[src/sv/sbu_pkg.sv]
// Shared constants and inter-module types for the segment bit unpacker.
// Used by every module of the block; depends on nothing else.
`default_nettype none

package sbu_pkg;

    // Fixed field widths of the stream and the decoded pixel.
    localparam int BYTE_BITS = 8;
    localparam int PIX_W     = 8;
    localparam int SEGW_W    = 4;
    localparam int CNT8_W    = $clog2(BYTE_BITS + 1);

    // Defaults for the header field widths.
    localparam int COUNT_BITS_DEF = 8;
    localparam int WIDTH_BITS_DEF = 3;

    // Segment phase codes; the spare code behaves like the count phase.
    localparam logic [1:0] PH_COUNT  = 2'd0;
    localparam logic [1:0] PH_WIDTH  = 2'd1;
    localparam logic [1:0] PH_PIXELS = 2'd2;

    // Bit offered by the byte shifter, or the close of a finished byte.
    typedef struct packed {
        logic bit_valid;
        logic bit_data;
        logic close_valid;
        logic stream_end;
    } sbu_bit_t;

    // Consumption strobes back to the byte shifter.
    typedef struct packed {
        logic bit_take;
        logic close_take;
    } sbu_take_t;

    // Pixel push or byte close toward the output stage.
    typedef struct packed {
        logic              push;
        logic              close;
        logic [PIX_W-1:0]  pixel;
        logic [SEGW_W-1:0] width;
    } sbu_push_t;

    // Readiness of the output stage.
    typedef struct packed {
        logic push_ready;
        logic close_ready;
    } sbu_out_rdy_t;

endpackage

`default_nettype wire

[src/sv/segment_bit_unpacker.sv]
// Segment bit unpacker: decodes a segment-coded gray-image stream, one bit
// per cycle unless stalled, into zero-extended pixels. Uses sbu_pkg,
// sbu_byte_shifter, sbu_field_decoder and sbu_out_stage.
//
// The block takes one compressed byte per input transfer and reads its bits
// most significant first, one bit per clock cycle unless stalled. Each
// segment is a COUNT_BITS-wide pixel count (stored minus one) and a
// WIDTH_BITS-wide pixel width (stored minus one), followed by that many
// pixels of that width; a field may straddle byte boundaries. Every pixel
// leaves as one output transfer carrying the value, the segment width and
// tlast, which is set on the final pixel produced by the input byte. A byte
// that finishes no pixel produces no transfer. Setting s_axis_tlast marks
// the final byte of an image: once that byte is decoded, its pad bits and
// any segment cut off by it are dropped and the decoder starts the next
// image afresh. With the output not stalled a byte is first loaded, then
// the bit-serial field decoder takes its bits one at a time, and then the
// byte is closed and its last pixel marked. A stalled output holds the
// decoder only while the output register is still full and a pixel is
// waiting in the holding slot at the moment another pixel finishes or the
// byte closes.
`default_nettype none

module segment_bit_unpacker
    import sbu_pkg::*;
#(
    parameter int COUNT_BITS = COUNT_BITS_DEF,
    parameter int WIDTH_BITS = WIDTH_BITS_DEF
) (
    input  wire logic        aclk,
    input  wire logic        aresetn,
    // Input stream: one compressed byte per transfer.
    input  wire logic        s_axis_tvalid,
    output logic             s_axis_tready,
    input  wire logic [7:0]  s_axis_tdata,   // [7:0] stream_byte
    input  wire logic        s_axis_tlast,   // stream_end
    // Output stream: one decoded pixel per transfer.
    output logic             m_axis_tvalid,
    input  wire logic        m_axis_tready,
    output logic [15:0]      m_axis_tdata,   // [7:0] pixel_value, [11:8] segment_width, rest 0
    output logic             m_axis_tlast    // last_of_byte
);

    sbu_bit_t          bit_bus;
    sbu_take_t         take_bus;
    sbu_push_t         push_bus;
    sbu_out_rdy_t      rdy_bus;
    logic [PIX_W-1:0]  pixel;
    logic [SEGW_W-1:0] width;

    // Serializes each accepted byte into single bits.
    sbu_byte_shifter u_shift (
        .aclk    (aclk),
        .aresetn (aresetn),
        .s_valid (s_axis_tvalid),
        .s_ready (s_axis_tready),
        .s_byte  (s_axis_tdata),
        .s_end   (s_axis_tlast),
        .bit_out (bit_bus),
        .take    (take_bus)
    );

    // Parses count, width and pixel fields bit by bit.
    sbu_field_decoder #(
        .COUNT_BITS (COUNT_BITS),
        .WIDTH_BITS (WIDTH_BITS)
    ) u_dec (
        .aclk    (aclk),
        .aresetn (aresetn),
        .bit_in  (bit_bus),
        .take    (take_bus),
        .push    (push_bus),
        .out_rdy (rdy_bus)
    );

    // Holds the newest pixel until it is known whether it ends the byte.
    sbu_out_stage u_out (
        .aclk    (aclk),
        .aresetn (aresetn),
        .push    (push_bus),
        .out_rdy (rdy_bus),
        .m_valid (m_axis_tvalid),
        .m_ready (m_axis_tready),
        .m_pixel (pixel),
        .m_width (width),
        .m_last  (m_axis_tlast)
    );

    assign m_axis_tdata = {4'b0000, width, pixel};

endmodule

`default_nettype wire

[src/sv/sbu_byte_shifter.sv]
// Input byte register that hands out one stream bit per cycle when taken,
// MSB first, followed by a close marker for the byte. Depends on sbu_pkg.
`default_nettype none

module sbu_byte_shifter
    import sbu_pkg::*;
(
    input  wire logic                 aclk,
    input  wire logic                 aresetn,
    input  wire logic                 s_valid,
    output logic                      s_ready,
    input  wire logic [BYTE_BITS-1:0] s_byte,
    input  wire logic                 s_end,
    output sbu_bit_t                  bit_out,
    input  wire sbu_take_t            take
);

    logic [BYTE_BITS-1:0] byte_reg, byte_next;
    logic [CNT8_W-1:0]    cnt_reg, cnt_next;
    logic                 close_reg, close_next;
    logic                 end_reg, end_next;

    assign s_ready = (cnt_reg == '0) && !close_reg;

    assign bit_out.bit_valid   = (cnt_reg != '0);
    assign bit_out.bit_data    = byte_reg[BYTE_BITS-1];
    assign bit_out.close_valid = close_reg;
    assign bit_out.stream_end  = end_reg;

    always_comb begin
        byte_next  = byte_reg;
        cnt_next   = cnt_reg;
        close_next = close_reg;
        end_next   = end_reg;
        if (s_valid && s_ready) begin
            byte_next = s_byte;
            cnt_next  = CNT8_W'(BYTE_BITS);
            end_next  = s_end;
        end else if (take.bit_take) begin
            byte_next = {byte_reg[BYTE_BITS-2:0], 1'b0};
            cnt_next  = cnt_reg - CNT8_W'(1);
            if (cnt_reg == CNT8_W'(1)) begin
                close_next = 1'b1;
            end
        end else if (take.close_take) begin
            close_next = 1'b0;
        end
    end

    always_ff @(posedge aclk) begin
        byte_reg <= byte_next;
        end_reg  <= end_next;
        if (!aresetn) begin
            cnt_reg   <= '0;
            close_reg <= 1'b0;
        end else begin
            cnt_reg   <= cnt_next;
            close_reg <= close_next;
        end
    end

endmodule

`default_nettype wire

[src/sv/sbu_field_decoder.sv]
// Bit-serial segment parser: accumulates count, width and pixel fields one
// bit per unstalled cycle, pushing each finished pixel. Depends on sbu_pkg.
`default_nettype none

module sbu_field_decoder
    import sbu_pkg::*;
#(
    parameter int COUNT_BITS = COUNT_BITS_DEF,
    parameter int WIDTH_BITS = WIDTH_BITS_DEF
) (
    input  wire logic         aclk,
    input  wire logic         aresetn,
    input  wire sbu_bit_t     bit_in,
    output sbu_take_t         take,
    output sbu_push_t         push,
    input  wire sbu_out_rdy_t out_rdy
);

    localparam int REM_W = COUNT_BITS + 1;

    logic [1:0]            phase_reg, phase_next;
    logic [PIX_W-1:0]      field_reg, field_next;
    logic [CNT8_W-1:0]     nbits_reg, nbits_next;
    logic [COUNT_BITS-1:0] count_reg, count_next;
    logic [SEGW_W-1:0]     width_reg, width_next;
    logic [REM_W-1:0]      remain_reg, remain_next;

    logic [PIX_W-1:0]  field_shift;
    logic [CNT8_W-1:0] nbits_inc;
    logic              pix_done;

    assign field_shift = {field_reg[PIX_W-2:0], bit_in.bit_data};
    assign nbits_inc   = nbits_reg + CNT8_W'(1);
    assign pix_done    = (phase_reg == PH_PIXELS) && (nbits_inc == CNT8_W'(width_reg));

    assign take.bit_take   = bit_in.bit_valid && !(pix_done && !out_rdy.push_ready);
    assign take.close_take = bit_in.close_valid && out_rdy.close_ready;

    assign push.push  = bit_in.bit_valid && pix_done && out_rdy.push_ready;
    assign push.close = bit_in.close_valid;
    assign push.pixel = field_shift;
    assign push.width = width_reg;

    always_comb begin
        phase_next  = phase_reg;
        field_next  = field_reg;
        nbits_next  = nbits_reg;
        count_next  = count_reg;
        width_next  = width_reg;
        remain_next = remain_reg;
        if (take.bit_take) begin
            field_next = field_shift;
            nbits_next = nbits_inc;
            case (phase_reg)
                PH_WIDTH: begin
                    if (nbits_inc == CNT8_W'(WIDTH_BITS)) begin
                        width_next  = SEGW_W'(field_shift[WIDTH_BITS-1:0]) + SEGW_W'(1);
                        remain_next = REM_W'(count_reg) + REM_W'(1);
                        phase_next  = PH_PIXELS;
                        field_next  = '0;
                        nbits_next  = '0;
                    end
                end
                PH_PIXELS: begin
                    if (pix_done) begin
                        remain_next = remain_reg - REM_W'(1);
                        if (remain_reg == REM_W'(1)) begin
                            phase_next = PH_COUNT;
                        end
                        field_next = '0;
                        nbits_next = '0;
                    end
                end
                default: begin
                    if (nbits_inc == CNT8_W'(COUNT_BITS)) begin
                        count_next = field_shift[COUNT_BITS-1:0];
                        phase_next = PH_WIDTH;
                        field_next = '0;
                        nbits_next = '0;
                    end
                end
            endcase
        end else if (take.close_take && bit_in.stream_end) begin
            // End of image: pad bits and any cut-off segment are dropped.
            phase_next  = PH_COUNT;
            field_next  = '0;
            nbits_next  = '0;
            count_next  = '0;
            width_next  = '0;
            remain_next = '0;
        end
    end

    always_ff @(posedge aclk) begin
        if (!aresetn) begin
            phase_reg  <= PH_COUNT;
            field_reg  <= '0;
            nbits_reg  <= '0;
            count_reg  <= '0;
            width_reg  <= '0;
            remain_reg <= '0;
        end else begin
            phase_reg  <= phase_next;
            field_reg  <= field_next;
            nbits_reg  <= nbits_next;
            count_reg  <= count_next;
            width_reg  <= width_next;
            remain_reg <= remain_next;
        end
    end

endmodule

`default_nettype wire

[src/sv/sbu_out_stage.sv]
// One-pixel holding slot plus the output register. The slot lets the last
// pixel of a byte be marked once the byte closes. Depends on sbu_pkg.
`default_nettype none

module sbu_out_stage
    import sbu_pkg::*;
(
    input  wire logic              aclk,
    input  wire logic              aresetn,
    input  wire sbu_push_t         push,
    output sbu_out_rdy_t           out_rdy,
    output logic                   m_valid,
    input  wire logic              m_ready,
    output logic [PIX_W-1:0]       m_pixel,
    output logic [SEGW_W-1:0]      m_width,
    output logic                   m_last
);

    logic              pend_valid_reg, pend_valid_next;
    logic [PIX_W-1:0]  pend_pixel_reg, pend_pixel_next;
    logic [SEGW_W-1:0] pend_width_reg, pend_width_next;
    logic              out_valid_reg, out_valid_next;
    logic [PIX_W-1:0]  out_pixel_reg, out_pixel_next;
    logic [SEGW_W-1:0] out_width_reg, out_width_next;
    logic              out_last_reg, out_last_next;
    logic              out_free;

    assign out_free            = !out_valid_reg || m_ready;
    assign out_rdy.push_ready  = !pend_valid_reg || out_free;
    assign out_rdy.close_ready = !pend_valid_reg || out_free;

    assign m_valid = out_valid_reg;
    assign m_pixel = out_pixel_reg;
    assign m_width = out_width_reg;
    assign m_last  = out_last_reg;

    always_comb begin
        pend_valid_next = pend_valid_reg;
        pend_pixel_next = pend_pixel_reg;
        pend_width_next = pend_width_reg;
        out_valid_next  = out_valid_reg && !m_ready;
        out_pixel_next  = out_pixel_reg;
        out_width_next  = out_width_reg;
        out_last_next   = out_last_reg;
        if (push.push && out_rdy.push_ready) begin
            if (pend_valid_reg) begin
                out_valid_next = 1'b1;
                out_pixel_next = pend_pixel_reg;
                out_width_next = pend_width_reg;
                out_last_next  = 1'b0;
            end
            pend_valid_next = 1'b1;
            pend_pixel_next = push.pixel;
            pend_width_next = push.width;
        end else if (push.close && out_rdy.close_ready && pend_valid_reg) begin
            out_valid_next  = 1'b1;
            out_pixel_next  = pend_pixel_reg;
            out_width_next  = pend_width_reg;
            out_last_next   = 1'b1;
            pend_valid_next = 1'b0;
        end
    end

    always_ff @(posedge aclk) begin
        pend_pixel_reg <= pend_pixel_next;
        pend_width_reg <= pend_width_next;
        out_pixel_reg  <= out_pixel_next;
        out_width_reg  <= out_width_next;
        out_last_reg   <= out_last_next;
        if (!aresetn) begin
            pend_valid_reg <= 1'b0;
            out_valid_reg  <= 1'b0;
        end else begin
            pend_valid_reg <= pend_valid_next;
            out_valid_reg  <= out_valid_next;
        end
    end

endmodule

`default_nettype wire

[config.mk]
export PLATFORM = sky130hd
export DESIGN_NAME = segment_bit_unpacker
export DESIGN_NICKNAME = d
export VERILOG_FILES = /design/src/sv/sbu_pkg.sv /design/src/sv/segment_bit_unpacker.sv /design/src/sv/sbu_byte_shifter.sv /design/src/sv/sbu_field_decoder.sv /design/src/sv/sbu_out_stage.sv
export SDC_FILE = /design/constraint.sdc
export NUM_CORES = 1
export LEC_CHECK = 0
export BUFFER_PORTS_ARGS = -buffer_cell sky130_fd_sc_hd__buf_4
export CAP_MARGIN = 15
export CORE_ASPECT_RATIO = 0.75
export CORE_UTILIZATION = 45
export CTS_BUF_LIST = sky130_fd_sc_hd__clkbuf_4 sky130_fd_sc_hd__clkbuf_8
export DETAILED_ROUTE_END_ITERATION = 7
export HOLD_SLACK_MARGIN = 0.12
export MAX_ROUTING_LAYER = met4
export PLACE_DENSITY = 0.74
export SLEW_MARGIN = 20
export SYNTH_ARGS = -nofsm -noshare
export SYNTH_HDL_FRONTEND = slang
export SYNTH_SLANG_ARGS = --single-unit
[constraint.sdc]
create_clock -name aclk -period 2.79 [get_ports aclk]
set_input_delay 0.558 -clock aclk [delete_from_list [all_inputs] [get_ports aclk]]
set_output_delay 0.558 -clock aclk [all_outputs]
set_load 0.1 [all_outputs]
# == Word level (Yosys, flattened, before mapping) ==
# Index checks and enable logic that the tools add are counted.
# word_totals
register_bits,75
inputBits,13
out_inout_bits,19
wordCells,128
# op_classes
addsub,5
n_eq_ne,18
n_mux,51
bitwise,2
reduce_logical,34
# ops
operator,count
two-way mux 8 bit,9
two-way mux 4 bit,13
two-way mux 9 bit,4
two-way mux 7 bit,4
case mux 9 bit (2 select lines),1
case mux 7 bit (2 select lines),1
logical AND 1 bit,12
two-way mux 2 bit,6
two-way mux 1 bit,11
inequality test 2 x 1 -> 1 bit (second input constant),5
adder 8 x 1 -> 9 bit (second input constant),1
== test 9 x 1 -> 1 bit (second input constant),1
AND reduction 3 bit,3
subtractor 9 x 1 -> 9 bit (second input constant),1
case mux 4 bit (2 select lines),1
nonzero test 2 bit,4
logical NOT 1 bit,6
inequality test 3 x 2 -> 1 bit (second input constant),2
AND reduction 5 bit,1
adder 3 x 1 -> 4 bit (second input constant),1
adder 4 x 1 -> 4 bit (second input constant),1
== test 4 x 1 -> 1 bit (second input constant),1
== test 4 x 2 -> 1 bit (second input constant),1
== test 4 bit,1
other kinds (16),19

# == Logic depth before layout (Yosys ltp) ==
# Gate-level depths: netlist of the first run.
# logic_depth
depth_word,9
depth_mapped,9
depth_no_buf,9

# == Hierarchy ==
# A second synthesis of the first run with hierarchy kept.
# unflattened
cells_unflattened,347
area_unflattened_um2,3614.7
# modules_own_cells
module,n_inst,cells_each,area_each_um2,seq_area_each_um2
sbu_field_decoder,1,251,2033.2,680.7
sbu_out_stage,1,38,858.3,790.8
sbu_byte_shifter,1,53,689.4,370.4
segment_bit_unpacker,1,5,33.8,0.0

# == Worst setup path before layout of the first run ==
# Ideal clock, no wire load.
# synth_timing
path_type,register to register
start,reg u_shift.cnt_reg[0]
end,reg u_shift.byte_reg[1] (data pin)
setup_ns,0.260
t_arrival_ns,2.812
required_ns,2.530
path_slack_ns,-0.282
path_stages_with_launch,8
n_path_buf,0
period_less_slack_ns,3.072
cell_sequence,dfxtp_1 > inv_1 > ha_1 > nand2_1 > nor2_1 > nand2_1 > inv_2 > mux2_2
# synth_between
elab_chain_cells,4
# synth_rtl
element,line,source
start: declaration,sbu_byte_shifter.sv:19,"logic [CNT8_W-1:0] cnt_reg, cnt_next;"
start signal: assignment,sbu_byte_shifter.sv:57,cnt_reg <= cnt_next;
logical NOT 4 bit,sbu_byte_shifter.sv:23,assign s_ready = (cnt_reg == '0) && !close_reg;
logical AND 1 bit,sbu_byte_shifter.sv:23,
via s_axis_tready,segment_bit_unpacker.sv:33,"output logic s_axis_tready,"
logical AND 1 bit,sbu_byte_shifter.sv:35,if (s_valid && s_ready) begin
two-way mux 8 bit,sbu_byte_shifter.sv:35,
via u_shift.byte_next[1],sbu_byte_shifter.sv:18,"logic [BYTE_BITS-1:0] byte_reg, byte_next;"
end signal: assignment,sbu_byte_shifter.sv:51,byte_reg <= byte_next;
end: declaration,sbu_byte_shifter.sv:18,
# The timed path passes the listed nets, and every way through them passes these cells.
# A chain may end at the register's enable or synchronous reset.

# == Worst setup path after layout of the first run ==
# layout_timing
start,reg u_dec.nbits_reg[0]
end,reg u_dec.remain_reg[0]
# layout_between
elab_chain_cells,8
elab_cells_between_ends,13
classes_between,add/sub (1); eq/ne (5); mux (1); reduce/logical (6)
# layout_rtl
element,line,source
start: declaration,sbu_field_decoder.sv:23,"logic [CNT8_W-1:0] nbits_reg, nbits_next;"
start signal: assignment,sbu_field_decoder.sv:105,nbits_reg <= nbits_next;
adder 4 x 1 -> 4 bit *,sbu_field_decoder.sv:33,assign nbits_inc = nbits_reg + CNT8_W'(1);
== test 4 bit,sbu_field_decoder.sv:34,assign pix_done = (phase_reg == PH_PIXELS) && (nbits_inc == CNT8_W'(width_reg));
logical AND 1 bit,sbu_field_decoder.sv:34,
logical AND 1 bit,sbu_field_decoder.sv:36,assign take.bit_take = bit_in.bit_valid && !(pix_done && !out_rdy.push_ready);
logical NOT 1 bit,sbu_field_decoder.sv:36,
logical AND 1 bit,sbu_field_decoder.sv:36,
inequality test 3 x 2 -> 1 bit (no line) (tied with other cells),--,
AND reduction 4 bit (no line),--,
end signal: assignment,sbu_field_decoder.sv:108,remain_reg <= remain_next;
end: declaration,sbu_field_decoder.sv:26,"logic [REM_W-1:0] remain_reg, remain_next;"
# Every way passes the cells marked *; elsewhere a longest branch is shown, timed or not.

==> reports/qor.yml, run 1 <==
outcome: "completed"
clock_skew_ns: 0.0124
setup_viol: 0
grt.busiest_layer: "met2"
hold_slack_ns: 0.382
power_density_nw_per_um2: 794
hold_buffers: 0
path_max_fanout: 18
hold_class: "primary input to flop"
largest_reg_flops: 9
grtUsageMet3_pct: 5.22
critical_path_class: "flop to flop"
synth_edf_count: 34
grt_use_met1_pct: 24.9
async_reset_ff_share_pct: 0
vias: 2656
grt_pass1_wl_um: 12300
start_util_pct: 46.3
htree_num_levels: 3
fp-row-count: 28
critPathCaptureType: "flop"
rr_startpoint: "u_dec.nbits_reg[0]"
cp-startpoint: "u_dec.nbits_reg[0]"
syn_area_um2: 3650
grt-ovfl-total: 0
io_pins: 32
post-place-ws_ns: 0.229
port_buffers: 27
root_buffer: "clkbuf_8"
leakage_nw: 1.54
drv_slew: 0
num_antenna_cells: 0
dp_hpwl_um: 5180
finalCriticalPeriod_ns: 2.55
startpoint_type: "flop"
die_area_um2: 8490
areaGrowthSynthToFinish_pct: 13.6
ctsLongestPathBuffers: 2
drtPass1Iterations: 6
nets: 395
rsz0062_at_grt: "no"
worst_pin_slew_ns: 0.576
drt_iter0_markers: 141
drc: 0
critPathArrivalTime_ns: 2.81
ant_nets: 0
placed_area_um2: 3920
cp_num_buf_inv: 1
fin_setup_tns_ns: 0
max_slew_margin_pct: 61.5
worst_skew_pair.late_latency_ns: 0.36
wl_per_cell_um: 15.2
fp.dieH_um: 80.0
grtUsageTotal_pct: 19.7
reg2reg_slack_ns: 0.24
cts.sinks: 75
synthCells: 345
setup_slack_ns: 0.236
grt_pass1_vias: 2491
final_area_um2: 4150
cts.reportedPaths.clkPinSlew_ns: 0.08
synth_ff_type: "dfxtp_1"
reg2reg_to: "u_dec.remain_reg[0]"
gp_congestion: 0.864
drive_above_1_share_pct: 20.5
coreArea_um2: 7880
synth-seq-cells: 75
cp.depth: 8
die_w_um: 106
crit_required_ns: 3.05
endpoint: "u_dec.remain_reg[0]"
fill_cells: 713
path_cells: "inv_1 -> ha_1 -> xor2_1 -> nand3_2 -> o311ai_4 -> a21boi_4 -> a31oi_1 -> a311oi_1"
viasPerCell: 5.52
grt_max_degree: 39
antenna_found_initial: 0
fmax_mhz: 392
utilization_pct: 52.7
ir_worst_vdd_mv: 0.612
layout_worst_path_cycle_share_pct: 91.5
cap_violations: 0
path_delay_family: "compound AO/OA/AOI/OAI gates"
use_met2_pct: 30.5
cts_tree: "done"
ys_types: 66
syn_avg_cell_area_um2: 10.6
finalHoldViolations: 0
slowest_stage: "a21boi_4"
cts-buffers-inserted: 9
crit_path_max_incr_delay_ns: 0.47
ys_warn_count: 0
seq_area_frac_synth_pct: 50.4
routed_wl_um: 7310
worst-r2r-cell-count: 8
## cells in the final DEF (no fill, tap or decap), drive strengths merged, types with 5 or more instances in the layout
cell type	Yosys	routed
inv	16	17
edfxtp	34	34
clkbuf	8	9
buf	14	34
a21oi	14	14
nor2	13	13
o2111ai	5	5
nand2	42	42
nand3	16	16
o32ai	6	6
o21ai	18	18
mux2	7	7
nor3	5	5
xor2	9	9
xnor2	11	11
nand2b	9	9
ha	11	11
nand4	13	13
dfxtp	41	41
## worst min-delay path by stage
| stage | from | endpoint | slack [ns] | cells after the start |
|---|---|---|---|---|
| 5_1_grt | s_axis_tlast | u_shift.end_reg | 0.36 | 1 |
| 6_report | s_axis_tlast | u_shift.end_reg | 0.38 | 1 |
| 3_3_place_gp | u_out.pend_pixel_reg[2] | u_out.m_pixel[2] | 0.40 | 0 |
| 3_5_place_dp | u_out.pend_pixel_reg[5] | u_out.m_pixel[5] | 0.41 | 0 |
| 2_1_floorplan | u_out.pend_pixel_reg[0] | u_out.m_pixel[0] | 0.40 | 0 |
| 4_1_cts | s_axis_tlast | u_shift.end_reg | 0.36 | 1 |
## kinds of logic after synthesis
| group | after synthesis | share of synthesized area (%) |
|---|---|---|
| mux | 10 | 2.98 |
| xor+xnor | 21 | 5.82 |
| buf+inv | 39 | 5.31 |
| compound gates | 68 | 14.7 |
| flops | 75 | 50.4 |
| fa+ha+maj | 11 | 3.77 |
| simple gates | 120 | 16.9 |
| other cells | 1 | 0.103 |
## per-layer routing
| metal | vias to the layer above | share of wire, % |
|---|---|---|
| li1 | 1316 | - |
| met1 | 1267 | 47 |
| met2 | 67 | 47 |
| met3 | 6 | 4.9 |
| met4 | 0 | 0.88 |
| met5 | - | 0 |
## synth_stat cells, types with 2 or more instances
master     number  area, um^2
edfxtp_1       34        1020
o41ai_1         3        26.3
o31ai_1         3        22.5
clkbuf_1        8        30.0
o2111ai_1       2        17.5
buf_1           3        11.3
nand3b_1        2        15.0
and3_1          2        12.5
ha_1           11         138
buf_2           2        10.0
and3b_1         2        17.5
dfxtp_1        41         821
a22o_1          3        26.3
nand2_1        42         158
nand3_1        15        75.1
xnor2_1        10        87.6
o32ai_1         6        52.6
nor2_1         12        45.0
a211oi_1        2        15.0
nand2b_1        9        56.3
a311oi_1        2        17.5
and2_1          2        12.5
xor2_1          8        70.1
a21oi_2         3        26.3
nand4_1        13        81.3
mux2_2          7        78.8
or3_1           3        18.8
o21ai_0        16        80.1
inv_1          15        56.3
o2111ai_2       3        45.0
a21oi_1        11        55.1
nor3_1          5        25.0
mux2i_1         3        30.0
buf_4           6        45.0
nor4_1          3        18.8
buf_6           3        33.8
## metrics by stage
stage	instances	power, mW
finish	481	3.30
global route	481	3.49
CTS	481	3.31
detailed placement	465	2.36
global placement	465	2.32
floorplan	348	2.17
## report_power, final
group / switching (mW) / leakage [nW] / internal [mW]
registers: 0.118 / 0.670 / 1.31
logic: 0.614 / 0.760 / 0.310
clock network: 0.431 / 0.109 / 0.511
total: 1.16 / 1.54 / 2.13
## timing repair
| action | CTS | global route |
|---|---|---|
| setup endpoints to repair | 0 | 1 |
| setup buffers | 0 | 0 |
| gates resized for setup | 0 | 1 |
| endpoints found under the hold margin | 0 | 0 |
## final cells by class
cell class / instances / area [um^2] / share of cell area (%)
clock buffers: 9 / 124 / 2.98
well taps: 105 / 131 / 3.16
clock inverters: 7 / 100 / 2.41
inverters: 17 / 67.6 / 1.63
flip-flops and latches: 75 / 1840 / 44.4
repair buffers: 34 / 255 / 6.15
multi-input cells: 234 / 1630 / 39.3
Power figures use the tool's default switching activity.
==> inputs of run 2 (changes only) <==
Settings changed: PLACE_DENSITY 0.74 to 0.72, SYNTH_HIERARCHICAL from default to 1.
Clock period 2.79 ns to 3.3 ns, I/O delays scaled along.
==> run 2 against run 1 <==
  * Combinational power up 10%
  * Clock-buffer cell count unchanged
  * Sequential share of layout area up 0.98 points
  * Clock power down 22%
  * Synthesized cell count up 0.58%
  * Clock skew down 0.0026 ns
  * Highest routed layer unchanged
  * Fmax down 12%
  * Cell count down 1.2%
  * Via count down 2.3%
  * Synthesized area down 1.1%
  * Flip-flop and latch count unchanged
==> reports/qor.yml, run 2 <==
outcome: "completed"  # unchanged
syn_area_um2: 3610  # was 3650 um^2
reg2reg_to: "u_dec/remain_reg[1]"  # was u_dec.remain_reg[0]
drt_iter0_markers: 180  # was 141
setup_viol: 0  # unchanged
cts-buffers-inserted: 9  # unchanged
leakage_nw: 1.54  # about the same
grtUsageTotal_pct: 18.5  # was 19.7%
hold_class: "flop to flop"  # was primary input to flop
yosys.area.top_type: "edfxtp_1"  # unchanged
die_area_um2: 8400  # was 8490 um^2
grt_pass1_wl_um: 11600  # was 12300 um
root_buffer: "clkbuf_8"  # unchanged
final_common_cell: "dfxtp_1"  # was nand2_1
whs_path_depth: 0  # was 1
rr_startpoint: "u_dec/nbits_reg[0]"  # was u_dec.nbits_reg[0]
fp-row-count: 27  # was 28
htree_num_levels: 3  # unchanged
layout_worst_path_cycle_share_pct: 88.2  # was 91.5%
start_util_pct: 47.8  # was 46.3%
synth_ff_type: "dfxtp_1"  # unchanged
syn_avg_cell_area_um2: 10.4  # was 10.6 um^2
reg2reg_slack_ns: 0.39  # was 0.24 ns
antenna_found_initial: 0  # unchanged
drv_slew: 0  # unchanged
cap_violations: 0  # unchanged
cts.sinks: 75  # unchanged
seq_area_frac_synth_pct: 51.0  # was 50.4%
critPathCaptureType: "flop"  # unchanged
rsz0062_at_grt: "no"  # unchanged
vias: 2596  # was 2656
instances_no_fill: 475  # was 481
cts.reportedPaths.clkPinSlew_ns: 0.09  # was 0.08 ns
viasPerCell: 5.47  # was 5.52
finalHoldViolations: 0  # unchanged
worst_skew_pair.late_latency_ns: 0.35  # was 0.36 ns
critPathArrivalTime_ns: 3.17  # was 2.81 ns
path_max_fanout: 17  # was 18
ys_types: 61  # was 66
wl_met1_um: 3560  # was 3440 um
fin_setup_tns_ns: 0  # unchanged
die_w_um: 105  # was 106 um
grt_pass1_vias: 2342  # was 2491
met3_length_um: 345  # was 357 um
grt-ovfl-total: 0  # unchanged
hold_buffers: 0  # unchanged
synth_common_cells: "dfxtp_1, edfxtp_1, nand3_1, nand2_1, a21oi_1"  # was nand2_1, dfxtp_1, edfxtp_1, o21ai_0
min_delay_worst_endpoint: "u_out/m_width[2]"  # was u_shift.end_reg
worst-r2r-cell-count: 10  # was 8
coreArea_um2: 7570  # was 7880 um^2
cts_resized: 0  # unchanged
cts_tree: "done"  # unchanged
num_antenna_cells: 0  # unchanged
synth-seq-cells: 75  # unchanged
port_buffers: 27  # unchanged
drtPass1Iterations: 4  # was 6
power_density_nw_per_um2: 733  # was 794 nW/um^2
fmax_mhz: 344  # was 392 MHz
finalCriticalPeriod_ns: 2.91  # was 2.55 ns
holdCritStartpoint: "u_out/pend_width_reg[2]"  # was s_axis_tlast
ir_worst_vdd_mv: 0.384  # was 0.612 mV
routed_wl_um: 7010  # was 7310 um
crit_required_ns: 3.56  # was 3.05 ns
async_reset_ff_share_pct: 0  # unchanged
ctsLongestPathBuffers: 2  # unchanged
synthCells: 347  # was 345
fp.dieH_um: 79.6  # was 80.0 um
dp_hpwl_um: 5020  # was 5180 um
grt_max_degree: 28  # was 39
io_pins: 32  # unchanged
startpoint_type: "flop"  # unchanged
final_cell_mix: "dfxtp_1, edfxtp_1, buf_4"  # was nand2_1, dfxtp_1, buf_4, edfxtp_1, o21ai_0
dp.cells: 459  # was 465
nets: 393  # was 395
cts_setup_buffers: 0  # unchanged
drc: 0  # unchanged
max_slew_margin_pct: 43.5  # was 61.5%
gp_congestion: 0.887  # was 0.864
areaGrowthSynthToFinish_pct: 12.4  # was 13.6%
drive_above_1_share_pct: 17.6  # was 20.5%
critical_path_class: "flop to flop"  # unchanged
worst_pin_slew_ns: 0.842  # was 0.576 ns
ys_warn_count: 6  # was 0
synth_top_area_share_pct: 28.2  # was 27.9%
synth_edf_count: 34  # unchanged
synth_area_leaders: "edfxtp_1, dfxtp_1, nand3_1"  # was edfxtp_1, dfxtp_1, nand2_1
highest_layer: "met4"  # unchanged
clock_skew_ns: 0.00983  # was 0.0124 ns
dr_wl_met2_um: 3020  # was 3440 um
largest_reg_flops: 9  # unchanged
wl_per_cell_um: 14.8  # was 15.2 um
yosysMostFrequentCell: "dfxtp_1"  # was nand2_1
ant_nets: 0  # unchanged
## run 2: power by group
group	leakage, nW	internal [mW]	total (mW)	switching [mW]
Sequential	0.674	1.12	1.23	0.108
Clock	0.103	0.363	0.732	0.368
Combinational	0.767	0.379	1.02	0.638
Total	1.54	1.86	2.98	1.11
## run 2: cell type report
class                           count  area, um^2
Sequential cell                    75        1840
Fill cell                         667        3510
Multi-Input combinational cell    234        1580
Inverter                           17        63.8
Clock inverter                      7        83.8
Tap cell                          101         126
Timing Repair Buffer               32         240
Clock buffer                        9         124
## run 2: cells by family after synthesis
group | Yosys count | share of synthesized area (%)
and+or+nand+nor | 121 | 17.8
DFF | 75 | 51.0
AOI/OAI and AO/OA | 66 | 12.6
buffers and inverters | 41 | 5.61
xor gates and xnor gates | 22 | 5.71
adders and majority gates | 11 | 3.81
muxes | 10 | 3.43
other | 1 | 0.104
## run 2: through the flow
stage	hold slack (ns)	worst slack, ns	cell area (um^2)	util (%)	total power [mW]
floorplan	0.400	0.316	3630	-	2.08
global placement	0.401	0.505	3850	50.9	2.22
detailed placement	0.405	0.376	3850	50.9	2.25
CTS	0.426	0.442	4060	53.7	2.98
global route	0.431	0.0852	4060	53.7	3.15
finish	0.424	0.390	4060	53.7	2.98
## run 2: how the worst max path moves through the flow
stage | startpoint | to | slack [ns] | depth (start not counted)
CTS | u_dec/nbits_reg[0] | u_dec/remain_reg[5] | 0.44 | 10
global route | u_dec/nbits_reg[0] | u_dec/remain_reg[5] | 0.09 | 10
finish | u_dec/nbits_reg[0] | u_dec/remain_reg[1] | 0.39 | 10
global placement | m_axis_tready | u_dec/remain_reg[0] | 0.50 | 8
detailed placement | m_axis_tready | u_dec/remain_reg[5] | 0.38 | 9
floorplan | u_out/m_valid | u_shift/byte_reg[0] | 0.32 | 9
## run 2: layer usage
layer / GRT usage (%) / up-vias
met5: - / -
met4: 6.11 / 0
met3: 5.14 / 12
met2: 26.8 / 55
met1: 24.9 / 1236
li1: - / 1293
## run 2: critical path: stages (launching register included)
cell and delay, ns:
dfxtp_1 0.45, inv_1 0.09, ha_1 0.32, xor2_1 0.21
nand3_2 0.15, o31ai_4 0.33, inv_2 0.17, buf_4 0.23
o22ai_1 0.49, o2111ai_1 0.21, a21oi_1 0.17
